===== config.mk =====
export PLATFORM = sky130hd
export DESIGN_NAME = rate_based_ecn_marker
export DESIGN_NICKNAME = d
export VERILOG_FILES = /design/src/rtl/rbem_pkg.sv /design/src/rtl/rbem_cfg.sv /design/src/rtl/rbem_ctrl.sv /design/src/rtl/rbem_dp.sv /design/src/rtl/rate_based_ecn_marker.sv
export VERILOG_INCLUDE_DIRS = /design/src /design/src/rtl
export SDC_FILE = /design/constraint.sdc
export NUM_CORES = 2
export LEC_CHECK = 0
export CAP_MARGIN = 15
export CORE_MARGIN = 5
export CORE_UTILIZATION = 30
export DETAILED_ROUTE_END_ITERATION = 8
export DONT_BUFFER_PORTS = 1
export PLACE_DENSITY = 0.5
export SLEW_MARGIN = 10
export SYNTH_ARGS = -nofsm -noshare
export SYNTH_HDL_FRONTEND = slang
export SYNTH_SLANG_ARGS = --single-unit

===== constraint.sdc =====
create_clock -name aclk -period 14.14 [get_ports aclk]
set_input_delay 0.707 -clock aclk [delete_from_list [all_inputs] [get_ports aclk]]
set_output_delay 0.707 -clock aclk [all_outputs]
set_load 0.02 [all_outputs]

===== src/rtl/rate_based_ecn_marker_assert.svh =====
// Assertion macros for the rate-based ECN marker.
// Included by the top level; needs no other file.
`ifndef RATE_BASED_ECN_MARKER_ASSERT_SVH
`define RATE_BASED_ECN_MARKER_ASSERT_SVH

// Check that cons holds in the same cycle as ante.
`define RBEM_ASSERT_HOLDS(label, clk, rstn, ante, cons, msg) \
    label: assert property (@(posedge clk) disable iff (!(rstn)) (ante) |-> (cons)) \
        else $error(msg);

// Check that cons holds in the cycle after ante.
`define RBEM_ASSERT_NEXT(label, clk, rstn, ante, cons, msg) \
    label: assert property (@(posedge clk) disable iff (!(rstn)) (ante) |=> (cons)) \
        else $error(msg);

`endif


===== src/rtl/rbem_pkg.sv =====
// Shared types, widths and constants of the rate-based ECN marker.
// Used by every RTL module of the block; depends on nothing.
package rbem_pkg;

    localparam int NUM_PORTS_DEF = 4;

    localparam int PORT_W   = 2;
    localparam int LEN_W    = 16;
    localparam int TIME_W   = 40;
    localparam int QPK_W    = 16;
    localparam int RND_W    = 16;
    localparam int ECN_W    = 2;
    localparam int PROB_W   = 17;
    localparam int WIN_W    = 40;
    localparam int AVG_W    = 48;
    localparam int RATE_W   = 16;
    localparam int RATES_W  = 64;
    localparam int MASK_W   = 4;
    localparam int WEIGHT_W = 17;
    localparam int IVL_W    = 24;

    localparam int MUL_A_W  = 32;
    localparam int MUL_B_W  = 27;
    localparam int PROD_W   = MUL_A_W + MUL_B_W;
    localparam int ACC_W    = 88;
    localparam int RB_W     = 27;
    localparam int DEN_W    = 67;
    localparam int SCALED_W = 68;
    localparam int REM_W    = 84;
    localparam int DIV_STEPS = 17;
    localparam int CNT_W    = $clog2(DIV_STEPS);

    localparam int S_TDATA_W  = 96;
    localparam int M_TDATA_W  = 24;
    localparam int APB_ADDR_W = 6;
    localparam int APB_DATA_W = 64;

    localparam int IN_PORT_LSB = 0;
    localparam int IN_LEN_LSB  = IN_PORT_LSB + PORT_W;
    localparam int IN_NOW_LSB  = IN_LEN_LSB + LEN_W;
    localparam int IN_QPK_LSB  = IN_NOW_LSB + TIME_W;
    localparam int IN_RND_LSB  = IN_QPK_LSB + QPK_W;
    localparam int IN_ECN_LSB  = IN_RND_LSB + RND_W;
    localparam int IN_USED_W   = IN_ECN_LSB + ECN_W;
    localparam int OUT_USED_W  = 2 + PROB_W;

    localparam logic [10:0]         PKT_BYTES = 11'd1500;
    localparam logic [19:0]         MICRO     = 20'd1000000;
    localparam logic [PROB_W-1:0]   ONE_Q16   = 17'h10000;

    localparam logic [RATES_W-1:0]  RST_PORT_RATES  = 64'h0096_0096_0096_0096;
    localparam logic [MASK_W-1:0]   RST_MARK_MASK   = 4'h0;
    localparam logic [WEIGHT_W-1:0] RST_AVG_WEIGHT  = 17'd6554;
    localparam logic [IVL_W-1:0]    RST_INTERVAL_US = 24'd1000;
    localparam logic [WEIGHT_W-1:0] RST_MAX_PERCENT = 17'h10000;

    localparam logic [2:0] REG_PORT_RATES  = 3'd0;
    localparam logic [2:0] REG_MARK_MASK   = 3'd1;
    localparam logic [2:0] REG_AVG_WEIGHT  = 3'd2;
    localparam logic [2:0] REG_INTERVAL_US = 3'd3;
    localparam logic [2:0] REG_MAX_PERCENT = 3'd4;

    typedef struct packed {
        logic [RATES_W-1:0]  port_rates;
        logic [MASK_W-1:0]   mark_mask;
        logic [WEIGHT_W-1:0] avg_weight;
        logic [IVL_W-1:0]    interval_us;
        logic [WEIGHT_W-1:0] max_percent;
    } cfg_t;

    typedef enum logic [3:0] {
        MUL_NONE,
        MUL_QPK,
        MUL_RATE,
        MUL_W1_AVG_LO,
        MUL_W2_CUR_LO,
        MUL_W1_AVG_HI,
        MUL_W2_CUR_HI,
        MUL_RB_EL_LO,
        MUL_RB_EL_HI,
        MUL_AVG_LO_MIC,
        MUL_AVG_HI_MIC,
        MUL_MP_R0,
        MUL_MP_R1,
        MUL_MP_R2
    } mul_sel_t;

    typedef enum logic [2:0] {
        ACC_HOLD,
        ACC_LOAD,
        ACC_ADD,
        ACC_ADD_S20,
        ACC_ADD_S24,
        ACC_ADD_S32,
        ACC_ADD_S64,
        ACC_SHR16_ADD
    } acc_op_t;

    typedef enum logic [4:0] {
        ST_IDLE,
        ST_TEST,
        ST_QB,
        ST_CUR,
        ST_RB,
        ST_A1,
        ST_A2,
        ST_A3,
        ST_A4,
        ST_AVG,
        ST_D1,
        ST_D2,
        ST_S1,
        ST_S2,
        ST_R0,
        ST_R1,
        ST_R2,
        ST_R3,
        ST_DIVI,
        ST_DIV,
        ST_COMMIT,
        ST_DECIDE
    } state_t;

    typedef struct packed {
        mul_sel_t mul_sel;
        acc_op_t  acc_op;
        logic     ld_in;
        logic     ld_cur;
        logic     ld_rb;
        logic     ld_avg;
        logic     ld_den;
        logic     ld_scaled;
        logic     div_init;
        logic     div_step;
        logic     commit;
        logic     decide;
    } dp_cmd_t;

    typedef struct packed {
        logic upd;
        logic ge;
        logic out_free;
    } dp_stat_t;

endpackage


===== src/rtl/rbem_cfg.sv =====
// APB register file of the rate-based ECN marker.
// Depends on rbem_pkg for register layout and reset values.
module rbem_cfg (
    input  logic                              aclk,
    input  logic                              aresetn,
    input  logic                              psel,
    input  logic                              penable,
    input  logic                              pwrite,
    input  logic [rbem_pkg::APB_ADDR_W-1:0]   paddr,
    input  logic [rbem_pkg::APB_DATA_W-1:0]   pwdata,
    output logic [rbem_pkg::APB_DATA_W-1:0]   prdata,
    output logic                              pready,
    output rbem_pkg::cfg_t                    cfg
);
    import rbem_pkg::*;

    cfg_t       cfg_reg;
    cfg_t       cfg_next;
    logic [2:0] reg_idx;
    logic       wr_en;

    assign reg_idx = paddr[APB_ADDR_W-1:3];
    assign pready  = 1'b1;
    assign wr_en   = psel && penable && pwrite && pready;
    assign cfg     = cfg_reg;

    always_comb begin
        cfg_next = cfg_reg;
        if (wr_en) begin
            case (reg_idx)
                REG_PORT_RATES:  cfg_next.port_rates  = pwdata[RATES_W-1:0];
                REG_MARK_MASK:   cfg_next.mark_mask   = pwdata[MASK_W-1:0];
                REG_AVG_WEIGHT:  cfg_next.avg_weight  = pwdata[WEIGHT_W-1:0];
                REG_INTERVAL_US: cfg_next.interval_us = pwdata[IVL_W-1:0];
                REG_MAX_PERCENT: cfg_next.max_percent = pwdata[WEIGHT_W-1:0];
                default: cfg_next = cfg_reg;
            endcase
        end
    end

    always_comb begin
        case (reg_idx)
            REG_PORT_RATES:  prdata = APB_DATA_W'(cfg_reg.port_rates);
            REG_MARK_MASK:   prdata = APB_DATA_W'(cfg_reg.mark_mask);
            REG_AVG_WEIGHT:  prdata = APB_DATA_W'(cfg_reg.avg_weight);
            REG_INTERVAL_US: prdata = APB_DATA_W'(cfg_reg.interval_us);
            REG_MAX_PERCENT: prdata = APB_DATA_W'(cfg_reg.max_percent);
            default: prdata = '0;
        endcase
    end

    always_ff @(posedge aclk) begin
        if (!aresetn) begin
            cfg_reg.port_rates  <= RST_PORT_RATES;
            cfg_reg.mark_mask   <= RST_MARK_MASK;
            cfg_reg.avg_weight  <= RST_AVG_WEIGHT;
            cfg_reg.interval_us <= RST_INTERVAL_US;
            cfg_reg.max_percent <= RST_MAX_PERCENT;
        end else begin
            cfg_reg <= cfg_next;
        end
    end

endmodule


===== src/rtl/rbem_ctrl.sv =====
// Sequencer of the rate-based ECN marker: steps the datapath through
// accept, interval update, division and decision. Depends on rbem_pkg.
module rbem_ctrl (
    input  logic                aclk,
    input  logic                aresetn,
    input  logic                s_tvalid,
    output logic                s_tready,
    input  rbem_pkg::dp_stat_t  stat,
    output rbem_pkg::dp_cmd_t   cmd
);
    import rbem_pkg::*;

    state_t           state_reg;
    state_t           state_next;
    logic [CNT_W-1:0] cnt_reg;
    logic [CNT_W-1:0] cnt_next;

    always_ff @(posedge aclk) begin
        if (!aresetn) begin
            state_reg <= ST_IDLE;
            cnt_reg   <= '0;
        end else begin
            state_reg <= state_next;
            cnt_reg   <= cnt_next;
        end
    end

    always_comb begin
        state_next    = state_reg;
        cnt_next      = cnt_reg;
        s_tready      = 1'b0;
        cmd.mul_sel   = MUL_NONE;
        cmd.acc_op    = ACC_HOLD;
        cmd.ld_in     = 1'b0;
        cmd.ld_cur    = 1'b0;
        cmd.ld_rb     = 1'b0;
        cmd.ld_avg    = 1'b0;
        cmd.ld_den    = 1'b0;
        cmd.ld_scaled = 1'b0;
        cmd.div_init  = 1'b0;
        cmd.div_step  = 1'b0;
        cmd.commit    = 1'b0;
        cmd.decide    = 1'b0;
        unique case (state_reg)
            ST_IDLE: begin
                s_tready = 1'b1;
                if (s_tvalid) begin
                    cmd.ld_in  = 1'b1;
                    state_next = ST_TEST;
                end
            end
            ST_TEST: state_next = stat.upd ? ST_QB : ST_DECIDE;
            ST_QB: begin
                cmd.mul_sel = MUL_QPK;
                state_next  = ST_CUR;
            end
            ST_CUR: begin
                cmd.ld_cur  = 1'b1;
                cmd.mul_sel = MUL_RATE;
                state_next  = ST_RB;
            end
            ST_RB: begin
                cmd.ld_rb   = 1'b1;
                cmd.mul_sel = MUL_W1_AVG_LO;
                state_next  = ST_A1;
            end
            ST_A1: begin
                cmd.acc_op  = ACC_LOAD;
                cmd.mul_sel = MUL_W2_CUR_LO;
                state_next  = ST_A2;
            end
            ST_A2: begin
                cmd.acc_op  = ACC_ADD;
                cmd.mul_sel = MUL_W1_AVG_HI;
                state_next  = ST_A3;
            end
            ST_A3: begin
                cmd.acc_op  = ACC_SHR16_ADD;
                cmd.mul_sel = MUL_W2_CUR_HI;
                state_next  = ST_A4;
            end
            ST_A4: begin
                cmd.acc_op  = ACC_ADD;
                cmd.mul_sel = MUL_RB_EL_LO;
                state_next  = ST_AVG;
            end
            ST_AVG: begin
                cmd.ld_avg  = 1'b1;
                cmd.acc_op  = ACC_LOAD;
                cmd.mul_sel = MUL_RB_EL_HI;
                state_next  = ST_D1;
            end
            ST_D1: begin
                cmd.acc_op  = ACC_ADD_S20;
                cmd.mul_sel = MUL_AVG_LO_MIC;
                state_next  = ST_D2;
            end
            ST_D2: begin
                cmd.ld_den  = 1'b1;
                cmd.acc_op  = ACC_LOAD;
                cmd.mul_sel = MUL_AVG_HI_MIC;
                state_next  = ST_S1;
            end
            ST_S1: begin
                cmd.acc_op = ACC_ADD_S24;
                state_next = ST_S2;
            end
            ST_S2: begin
                cmd.ld_scaled = 1'b1;
                state_next    = ST_R0;
            end
            ST_R0: begin
                cmd.mul_sel = MUL_MP_R0;
                state_next  = stat.ge ? ST_COMMIT : ST_R1;
            end
            ST_R1: begin
                cmd.acc_op  = ACC_LOAD;
                cmd.mul_sel = MUL_MP_R1;
                state_next  = ST_R2;
            end
            ST_R2: begin
                cmd.acc_op  = ACC_ADD_S32;
                cmd.mul_sel = MUL_MP_R2;
                state_next  = ST_R3;
            end
            ST_R3: begin
                cmd.acc_op = ACC_ADD_S64;
                state_next = ST_DIVI;
            end
            ST_DIVI: begin
                cmd.div_init = 1'b1;
                cnt_next     = CNT_W'(DIV_STEPS - 1);
                state_next   = ST_DIV;
            end
            ST_DIV: begin
                cmd.div_step = 1'b1;
                if (cnt_reg == '0) begin
                    state_next = ST_COMMIT;
                end else begin
                    cnt_next = cnt_reg - CNT_W'(1);
                end
            end
            ST_COMMIT: begin
                cmd.commit = 1'b1;
                state_next = ST_DECIDE;
            end
            ST_DECIDE: begin
                if (stat.out_free) begin
                    cmd.decide = 1'b1;
                    state_next = ST_IDLE;
                end
            end
            default: state_next = ST_IDLE;
        endcase
    end

endmodule


===== src/rtl/rbem_dp.sv =====
// Datapath of the rate-based ECN marker: window and average state, shared
// multiplier with accumulator, restoring divider, output register. Uses rbem_pkg.
module rbem_dp #(
    parameter int NUM_PORTS = rbem_pkg::NUM_PORTS_DEF
) (
    input  logic                           aclk,
    input  logic                           aresetn,
    input  rbem_pkg::cfg_t                 cfg,
    input  rbem_pkg::dp_cmd_t              cmd,
    output rbem_pkg::dp_stat_t             stat,
    input  logic [rbem_pkg::PORT_W-1:0]    port_index,
    input  logic [rbem_pkg::LEN_W-1:0]     byte_length,
    input  logic [rbem_pkg::TIME_W-1:0]    now_us,
    input  logic [rbem_pkg::QPK_W-1:0]     queue_packets,
    input  logic [rbem_pkg::RND_W-1:0]     random_value,
    input  logic [rbem_pkg::ECN_W-1:0]     ecn_in,
    output logic                           m_tvalid,
    input  logic                           m_tready,
    output logic                           drop,
    output logic                           set_ecn,
    output logic [rbem_pkg::PROB_W-1:0]    probability
);
    import rbem_pkg::*;

    localparam logic [PORT_W-1:0] LAST_PORT = PORT_W'(NUM_PORTS - 1);

    // block state
    logic [WIN_W-1:0]    wb_reg;
    logic [AVG_W-1:0]    avg_reg;
    logic [TIME_W-1:0]   ws_reg;
    logic [PROB_W-1:0]   prob_reg;
    logic                skip_reg;
    logic                out_valid_reg;

    // per-item payload
    logic [PORT_W-1:0]   port_reg;
    logic [TIME_W-1:0]   now_reg;
    logic [QPK_W-1:0]    qpk_reg;
    logic [RND_W-1:0]    rnd_reg;
    logic [ECN_W-1:0]    ecn_in_reg;
    logic                upd_reg;
    logic [TIME_W-1:0]   elapsed_reg;
    logic [WIN_W-1:0]    cur_reg;
    logic [RB_W-1:0]     rb_reg;
    logic [DEN_W-1:0]    den_reg;
    logic [REM_W-1:0]    rem_reg;
    logic [REM_W-1:0]    dsh_reg;
    logic [PROB_W-1:0]   quot_reg;
    logic                ge_reg;
    logic [PROD_W-1:0]   prod_reg;
    logic [ACC_W-1:0]    acc_reg;
    logic                drop_reg;
    logic                set_ecn_reg;
    logic [PROB_W-1:0]   prob_out_reg;

    logic [PORT_W-1:0]   port_clamp;
    logic [RATE_W-1:0]   rate;
    logic                marking;
    logic [WEIGHT_W-1:0] w1;
    logic [WEIGHT_W-1:0] w2;
    logic [WEIGHT_W-1:0] mp;
    logic [WIN_W:0]      wb_sum;
    logic [WIN_W:0]      cur_sum;
    logic [TIME_W:0]     due_time;
    logic                upd_calc;
    logic [MUL_A_W-1:0]  mul_a;
    logic [MUL_B_W-1:0]  mul_b;
    logic [PROD_W-1:0]   prod_full;
    logic [ACC_W-1:0]    prod_ext;
    logic [ACC_W-1:0]    acc_next;
    logic                ge_calc;
    logic                rem_ge;
    logic                sel;
    logic                drop_c;
    logic                set_c;
    logic                skip_c;

    assign port_clamp = (port_index > LAST_PORT) ? LAST_PORT : port_index;
    assign rate       = cfg.port_rates[RATE_W*port_reg +: RATE_W];
    assign marking    = cfg.mark_mask[port_reg];
    assign w2         = (cfg.avg_weight > ONE_Q16) ? ONE_Q16 : cfg.avg_weight;
    assign w1         = ONE_Q16 - w2;
    assign mp         = (cfg.max_percent > ONE_Q16) ? ONE_Q16 : cfg.max_percent;

    assign wb_sum   = {1'b0, wb_reg} + (WIN_W+1)'(byte_length);
    assign due_time = {1'b0, ws_reg} + (TIME_W+1)'(cfg.interval_us);
    assign upd_calc = {1'b0, now_us} >= due_time;
    assign cur_sum  = {1'b0, wb_reg} + (WIN_W+1)'(prod_reg[RB_W-1:0]);

    always_comb begin
        unique case (cmd.mul_sel)
            MUL_NONE: begin
                mul_a = '0;
                mul_b = '0;
            end
            MUL_QPK: begin
                mul_a = MUL_A_W'(qpk_reg);
                mul_b = MUL_B_W'(PKT_BYTES);
            end
            MUL_RATE: begin
                mul_a = MUL_A_W'(rate);
                mul_b = MUL_B_W'(PKT_BYTES);
            end
            MUL_W1_AVG_LO: begin
                mul_a = MUL_A_W'(avg_reg[15:0]);
                mul_b = MUL_B_W'(w1);
            end
            MUL_W2_CUR_LO: begin
                mul_a = MUL_A_W'(cur_reg[15:0]);
                mul_b = MUL_B_W'(w2);
            end
            MUL_W1_AVG_HI: begin
                mul_a = avg_reg[AVG_W-1:16];
                mul_b = MUL_B_W'(w1);
            end
            MUL_W2_CUR_HI: begin
                mul_a = MUL_A_W'(cur_reg[WIN_W-1:16]);
                mul_b = MUL_B_W'(w2);
            end
            MUL_RB_EL_LO: begin
                mul_a = MUL_A_W'(elapsed_reg[19:0]);
                mul_b = rb_reg;
            end
            MUL_RB_EL_HI: begin
                mul_a = MUL_A_W'(elapsed_reg[TIME_W-1:20]);
                mul_b = rb_reg;
            end
            MUL_AVG_LO_MIC: begin
                mul_a = MUL_A_W'(avg_reg[23:0]);
                mul_b = MUL_B_W'(MICRO);
            end
            MUL_AVG_HI_MIC: begin
                mul_a = MUL_A_W'(avg_reg[AVG_W-1:24]);
                mul_b = MUL_B_W'(MICRO);
            end
            MUL_MP_R0: begin
                mul_a = rem_reg[31:0];
                mul_b = MUL_B_W'(mp);
            end
            MUL_MP_R1: begin
                mul_a = rem_reg[63:32];
                mul_b = MUL_B_W'(mp);
            end
            MUL_MP_R2: begin
                mul_a = MUL_A_W'(rem_reg[SCALED_W-1:64]);
                mul_b = MUL_B_W'(mp);
            end
            default: begin
                mul_a = '0;
                mul_b = '0;
            end
        endcase
    end

    assign prod_full = PROD_W'(mul_a) * PROD_W'(mul_b);
    assign prod_ext  = ACC_W'(prod_reg);

    always_comb begin
        unique case (cmd.acc_op)
            ACC_HOLD:      acc_next = acc_reg;
            ACC_LOAD:      acc_next = prod_ext;
            ACC_ADD:       acc_next = acc_reg + prod_ext;
            ACC_ADD_S20:   acc_next = acc_reg + (prod_ext << 20);
            ACC_ADD_S24:   acc_next = acc_reg + (prod_ext << 24);
            ACC_ADD_S32:   acc_next = acc_reg + (prod_ext << 32);
            ACC_ADD_S64:   acc_next = acc_reg + (prod_ext << 64);
            ACC_SHR16_ADD: acc_next = (acc_reg >> 16) + prod_ext;
            default:       acc_next = acc_reg;
        endcase
    end

    assign ge_calc = (den_reg == '0) || (mp == '0)
                     || (acc_reg[SCALED_W-1:0] >= SCALED_W'(den_reg));
    assign rem_ge  = rem_reg >= dsh_reg;
    assign sel     = {1'b0, rnd_reg} < prob_reg;

    always_comb begin
        drop_c = 1'b0;
        set_c  = 1'b0;
        skip_c = skip_reg;
        if (sel) begin
            priority if (!marking) begin
                drop_c = 1'b1;
            end else if (ecn_in_reg != '0) begin
                skip_c = 1'b1;
            end else if (!skip_reg) begin
                set_c = 1'b1;
            end else begin
                skip_c = 1'b0;
            end
        end
    end

    assign stat.upd      = upd_reg;
    assign stat.ge       = ge_reg;
    assign stat.out_free = !out_valid_reg || m_tready;

    assign m_tvalid    = out_valid_reg;
    assign drop        = drop_reg;
    assign set_ecn     = set_ecn_reg;
    assign probability = prob_out_reg;

    always_ff @(posedge aclk) begin
        if (!aresetn) begin
            wb_reg        <= '0;
            avg_reg       <= '0;
            ws_reg        <= '0;
            prob_reg      <= '0;
            skip_reg      <= 1'b0;
            out_valid_reg <= 1'b0;
        end else begin
            if (cmd.ld_in) begin
                wb_reg <= wb_sum[WIN_W] ? '1 : wb_sum[WIN_W-1:0];
            end else if (cmd.commit) begin
                wb_reg <= '0;
            end
            if (cmd.ld_avg) begin
                avg_reg <= acc_reg[AVG_W-1:0];
            end
            if (cmd.commit) begin
                ws_reg   <= now_reg;
                prob_reg <= ge_reg ? ONE_Q16 : quot_reg;
            end
            if (cmd.decide) begin
                skip_reg      <= skip_c;
                out_valid_reg <= 1'b1;
            end else if (m_tready) begin
                out_valid_reg <= 1'b0;
            end
        end
    end

    always_ff @(posedge aclk) begin
        if (cmd.ld_in) begin
            port_reg    <= port_clamp;
            now_reg     <= now_us;
            qpk_reg     <= queue_packets;
            rnd_reg     <= random_value;
            ecn_in_reg  <= ecn_in;
            upd_reg     <= upd_calc;
            elapsed_reg <= now_us - ws_reg;
        end
        if (cmd.mul_sel != MUL_NONE) begin
            prod_reg <= prod_full;
        end
        acc_reg <= acc_next;
        if (cmd.ld_cur) begin
            cur_reg <= cur_sum[WIN_W] ? '1 : cur_sum[WIN_W-1:0];
        end
        if (cmd.ld_rb) begin
            rb_reg <= prod_reg[RB_W-1:0];
        end
        if (cmd.ld_den) begin
            den_reg <= acc_reg[DEN_W-1:0];
        end
        if (cmd.ld_scaled) begin
            ge_reg <= ge_calc;
        end
        if (cmd.ld_scaled || cmd.div_init) begin
            rem_reg <= acc_reg[REM_W-1:0];
        end else if (cmd.div_step && rem_ge) begin
            rem_reg <= rem_reg - dsh_reg;
        end
        if (cmd.div_init) begin
            dsh_reg  <= REM_W'(den_reg) << (DIV_STEPS - 1);
            quot_reg <= '0;
        end else if (cmd.div_step) begin
            dsh_reg  <= dsh_reg >> 1;
            quot_reg <= {quot_reg[PROB_W-2:0], rem_ge};
        end
        if (cmd.decide) begin
            drop_reg     <= drop_c;
            set_ecn_reg  <= set_c;
            prob_out_reg <= prob_reg;
        end
    end

endmodule


===== src/rtl/rate_based_ecn_marker.sv =====
// Top level of the rate-based ECN marker: APB registers, sequencer, datapath.
// Depends on rbem_pkg, rbem_cfg, rbem_ctrl, rbem_dp and the assertion header.
// Usage:
//   One request on the s_ channel per arriving packet, one result on the
//   m_ channel per request, in order. Registers are written over APB while
//   no request is in flight.
// Sequence:
//   A packet that does not close an update interval goes from a test state
//   straight to its decision. One that closes it first takes 10 steps of
//   the shared 32x27 multiplier and accumulator for backlog, average,
//   capacity and scaled average, 3 more for the dividend, then a 17-step
//   restoring divider; a saturated probability ends the dividend after its
//   first step and skips the divider. One packet is in flight at a time:
//   s_tready is high only when idle, after the last packet is decided.
// Reset:
//   aresetn clears the window count, average, window start, probability and
//   skip flag, loads register defaults and empties the output register.
// Stall:
//   The result waits in the output register while m_tready is low; the next
//   request is still taken and is held in its decision step until then.
`include "rate_based_ecn_marker_assert.svh"

module rate_based_ecn_marker #(
    parameter int NUM_PORTS = rbem_pkg::NUM_PORTS_DEF
) (
    input  logic                              aclk,
    input  logic                              aresetn,
    // s_tdata: port_index, byte_length, now_us, queue_packets, random_value, ecn_in
    input  logic                              s_tvalid,
    output logic                              s_tready,
    input  logic [rbem_pkg::S_TDATA_W-1:0]    s_tdata,
    // m_tdata: drop, set_ecn, probability
    output logic                              m_tvalid,
    input  logic                              m_tready,
    output logic [rbem_pkg::M_TDATA_W-1:0]    m_tdata,
    input  logic                              psel,
    input  logic                              penable,
    input  logic                              pwrite,
    input  logic [rbem_pkg::APB_ADDR_W-1:0]   paddr,
    input  logic [rbem_pkg::APB_DATA_W-1:0]   pwdata,
    output logic [rbem_pkg::APB_DATA_W-1:0]   prdata,
    output logic                              pready
);
    import rbem_pkg::*;

    cfg_t              cfg;
    dp_cmd_t           cmd;
    dp_stat_t          stat;
    logic              out_drop;
    logic              out_set_ecn;
    logic [PROB_W-1:0] out_prob;

    rbem_cfg u_cfg (
        .aclk    (aclk),
        .aresetn (aresetn),
        .psel    (psel),
        .penable (penable),
        .pwrite  (pwrite),
        .paddr   (paddr),
        .pwdata  (pwdata),
        .prdata  (prdata),
        .pready  (pready),
        .cfg     (cfg)
    );

    rbem_ctrl u_ctrl (
        .aclk     (aclk),
        .aresetn  (aresetn),
        .s_tvalid (s_tvalid),
        .s_tready (s_tready),
        .stat     (stat),
        .cmd      (cmd)
    );

    rbem_dp #(
        .NUM_PORTS (NUM_PORTS)
    ) u_dp (
        .aclk          (aclk),
        .aresetn       (aresetn),
        .cfg           (cfg),
        .cmd           (cmd),
        .stat          (stat),
        .port_index    (s_tdata[IN_LEN_LSB-1:IN_PORT_LSB]),
        .byte_length   (s_tdata[IN_NOW_LSB-1:IN_LEN_LSB]),
        .now_us        (s_tdata[IN_QPK_LSB-1:IN_NOW_LSB]),
        .queue_packets (s_tdata[IN_RND_LSB-1:IN_QPK_LSB]),
        .random_value  (s_tdata[IN_ECN_LSB-1:IN_RND_LSB]),
        .ecn_in        (s_tdata[IN_USED_W-1:IN_ECN_LSB]),
        .m_tvalid      (m_tvalid),
        .m_tready      (m_tready),
        .drop          (out_drop),
        .set_ecn       (out_set_ecn),
        .probability   (out_prob)
    );

    assign m_tdata = {{(M_TDATA_W - OUT_USED_W){1'b0}}, out_prob, out_set_ecn, out_drop};

    `RBEM_ASSERT_HOLDS(a_prob_range, aclk, aresetn, m_tvalid, out_prob <= ONE_Q16, "probability above one")
    `RBEM_ASSERT_HOLDS(a_drop_xor_mark, aclk, aresetn, m_tvalid, !(out_drop && out_set_ecn), "drop and mark together")
    `RBEM_ASSERT_HOLDS(a_drop_needs_prob, aclk, aresetn, m_tvalid && (out_drop || out_set_ecn), out_prob != '0, "action with zero probability")
    `RBEM_ASSERT_NEXT(a_one_in_flight, aclk, aresetn, s_tvalid && s_tready, !s_tready, "second request taken while busy")

endmodule


==> impl_metrics.yaml <==
cells_and_area:
  num-nets-final: 12931
  layout-drive-gt1-share_pct: 4.60
  final_cell_count_no_fill: 15433
  final_common_cell: "nand2_1"
  multiInputGateArea_um2: 65700
  nFillCells: 33418
  most-common-layout-cells: "nand2_1, inv_1, a21oi_1"
  area_growth_pct: 11.0
  largest_reg_flops: 126
  seqCellArea_um2: 23400
route:
  drt_first_iter_violations: 9382
  first_pass_iters: 7
  drc: 0
  vias_per_cell: 5.54
  wl_per_cell_um: 26.6
  postRouteAntennaNets: 0
  wirelength_mm: 410
  vias: 85511
setup_path:
  critPathArrivalTime_ns: 12.67
  cp.required_ns: 14.82
  cp_common_cell: "fa_1"
  criticalPathCategory: "flop to flop"
  startpoint_type: "flop"
  cp-startpoint: "u_cfg.cfg[42]"
  critPathMaxFanout: 20
  rr_startpoint: "u_cfg.cfg[42]"
  cp-end-kind: "flop"
  slowest_stage: "nor2_1"
  slowest_delay_ns: 0.76
  r2r_cells: 34
run_status:
  status: "complete, no violations"
timing:
  min_period_over_period_pct: 84.8
  fin_worst_skew_ns: 0.200
  finalMaxSlewViolations: 0
  setup_tns_ns: 0
  maxSlewHeadroom_pct: 11.9
  fmax_mhz: 83.4
  fin_crit_ns: 11.99
  tightest_slew_ns: 1.32
  setup_viol: 0
  hold_viol: 0
  timing.hold.ws_ns: 0.0651
  rsz0062_at_grt: "false"
placed_design:
  dp.cells: 15074
  place_hpwl_mm: 318
  place.gp.congestion: 0.973
  io_buffer_count: 0
global_routing:
  grt_start_max_net_pins: 103
  grt_overflow: 0
  first_global_vias: 81364
  global_route.usage.total_pct: 23.9
  antenna_found_initial: 38
  grt_pass1_wl_mm: 583
floorplan:
  fp.dieH_um: 573
  core_area_um2: 315000
  start_util_pct: 30.2
  io_pins: 264
  die_area_um2: 329000
  die_w_um: 573
  row_count: 206
pwr:
  ir_drop_mv: 0.180
  power.density_nw_per_um2: 141
  power.static_leakage_nw: 45.0
logic_synthesis:
  synth_edf_count: 569
  synth_top_family_by_area: "adder cells"
  syn-cell-area_um2: 95200
  netlist_instances: 11142
  ys_seq_elements: 885
  synth-simple-area-share_pct: 16.1
  ys_seq_area_share_pct: 24.6
  ys_types: 101
  synthMuxAreaShare_pct: 0.781
  avgSynthCellArea_um2: 8.54
  yosysWarnings: 0
  synth_xor_area_share_pct: 5.14
  synthFlopType: "edfxtp_1"
  synth-async-reset-ratio_pct: 0
  synth_compound_area_share_pct: 19.4
  synth_adder_area_share_pct: 26.8
clocking:
  cts-htree-levels: 3
  clk_pin_slew_ns: 0.06
  clock_sinks: 885
  cts-resized-gates: 0
  cts_buffers: 113
  clock_latency_ns: 0.94
  clockBufferDepth: 4
  postCtsSetupRepairBufs: 0
  cts_tree: "built"
  cts_root_buf: "clkbuf_16"
min_path:
  hold_path_depth: 2
  hold_path_class: "primary input to flop"
  holdCritStartpoint: "s_tvalid"
run:
  drv_cap: 0
==> per-stage QoR <==
| step | utilization (%) | power [mW] | area [um^2] | worst slack (ns) |
|---|---|---|---|---|
| 2_1_floorplan | - | 8.69 | 95600 | 3.34 |
| 3_3_place_gp | 31.9 | 11.2 | 101000 | 2.43 |
| 3_5_place_dp | 31.9 | 11.2 | 101000 | 2.41 |
| 4_1_cts | 33.5 | 14.3 | 106000 | 2.22 |
| 5_1_grt | 33.5 | 15.7 | 106000 | 1.65 |
| 6_report | 33.5 | 14.9 | 106000 | 2.15 |
==> metal layers <==
metal  global-route usage, %  wire length (um)
met5                       0                60
met4                    9.34             19800
met3                    4.39             35900
met2                    36.8            177000
met1                    33.2            177000
==> cells by family (layout without fill, tap and decap cells) <==
group                      Yosys count  count (layout)
and+or+nand+nor                   3394            3394
AOI/OAI and AO/OA                 2866            2866
adders and majority gates         1586            1586
other                                2             127
buffers and inverters             1797            1803
xor gates and xnor gates           559             559
DFF                                885             885
muxes                               53              53
==> layout make-up <==
class                           instances  share of cell area, %
Timing Repair Buffer                  340                   2.76
Tap cell                             4160                   4.93
Clock inverter                         56                  0.522
Clock buffer                          147                   2.96
Multi-Input combinational cell       8572                   62.1
Inverter                             1260                   4.49
Antenna cell                           13                 0.0308
Sequential cell                       885                   22.2
==> critical path: cells and delay by family, from the launching register on <==
family          cells  cell delay, ns
flops               1            0.44
simple gates       12            4.18
xor+xnor            1            0.14
compound gates      6            1.88
buf+inv             7            1.02
fa+ha+maj           8            4.04
==> timing repair <==
item,CTS,global route
endpoints found under the hold margin,212,0
hold buffers,143,0
endpoints found under the setup margin,0,0
==> Yosys cell counts, drive strengths merged (85+ instances only) <==
library cell / number / area, um^2
a21o: 356 / 2670
nand2: 1568 / 5890
xor2: 225 / 1970
nor2b: 96 / 601
edfxtp: 569 / 17100
inv: 1259 / 4730
and3: 85 / 532
o21a: 88 / 661
clkbuf: 472 / 1770
xnor2: 334 / 2930
nor3: 131 / 656
fa: 760 / 15200
dfxtp: 316 / 6330
o21ai: 549 / 2750
nand2b: 88 / 551
nand3: 236 / 1180
a31oi: 96 / 601
a21oi: 908 / 4540
o21bai: 95 / 717
nor2: 679 / 2550
ha: 826 / 10300
nand4: 162 / 1010
and2: 123 / 769
o22ai: 102 / 638
==> final timing paths <==
kind | endpoint | slack (ns)
min | u_ctrl.state_reg[4] | 0.07
max reg2reg | u_dp.prod_reg[51] | 2.15
max | u_dp.prod_reg[51] | 2.15
min reg2reg | u_dp.ws_reg[15] | 0.39
==> power by group <==
part           internal, mW  switching (mW)  leakage [nW]
registers              3.16           0.360          7.73
logic                  2.88            5.52          35.5
clock network          1.69            1.30          1.79
No activity file was read; power rests on OpenSTA's default activity.
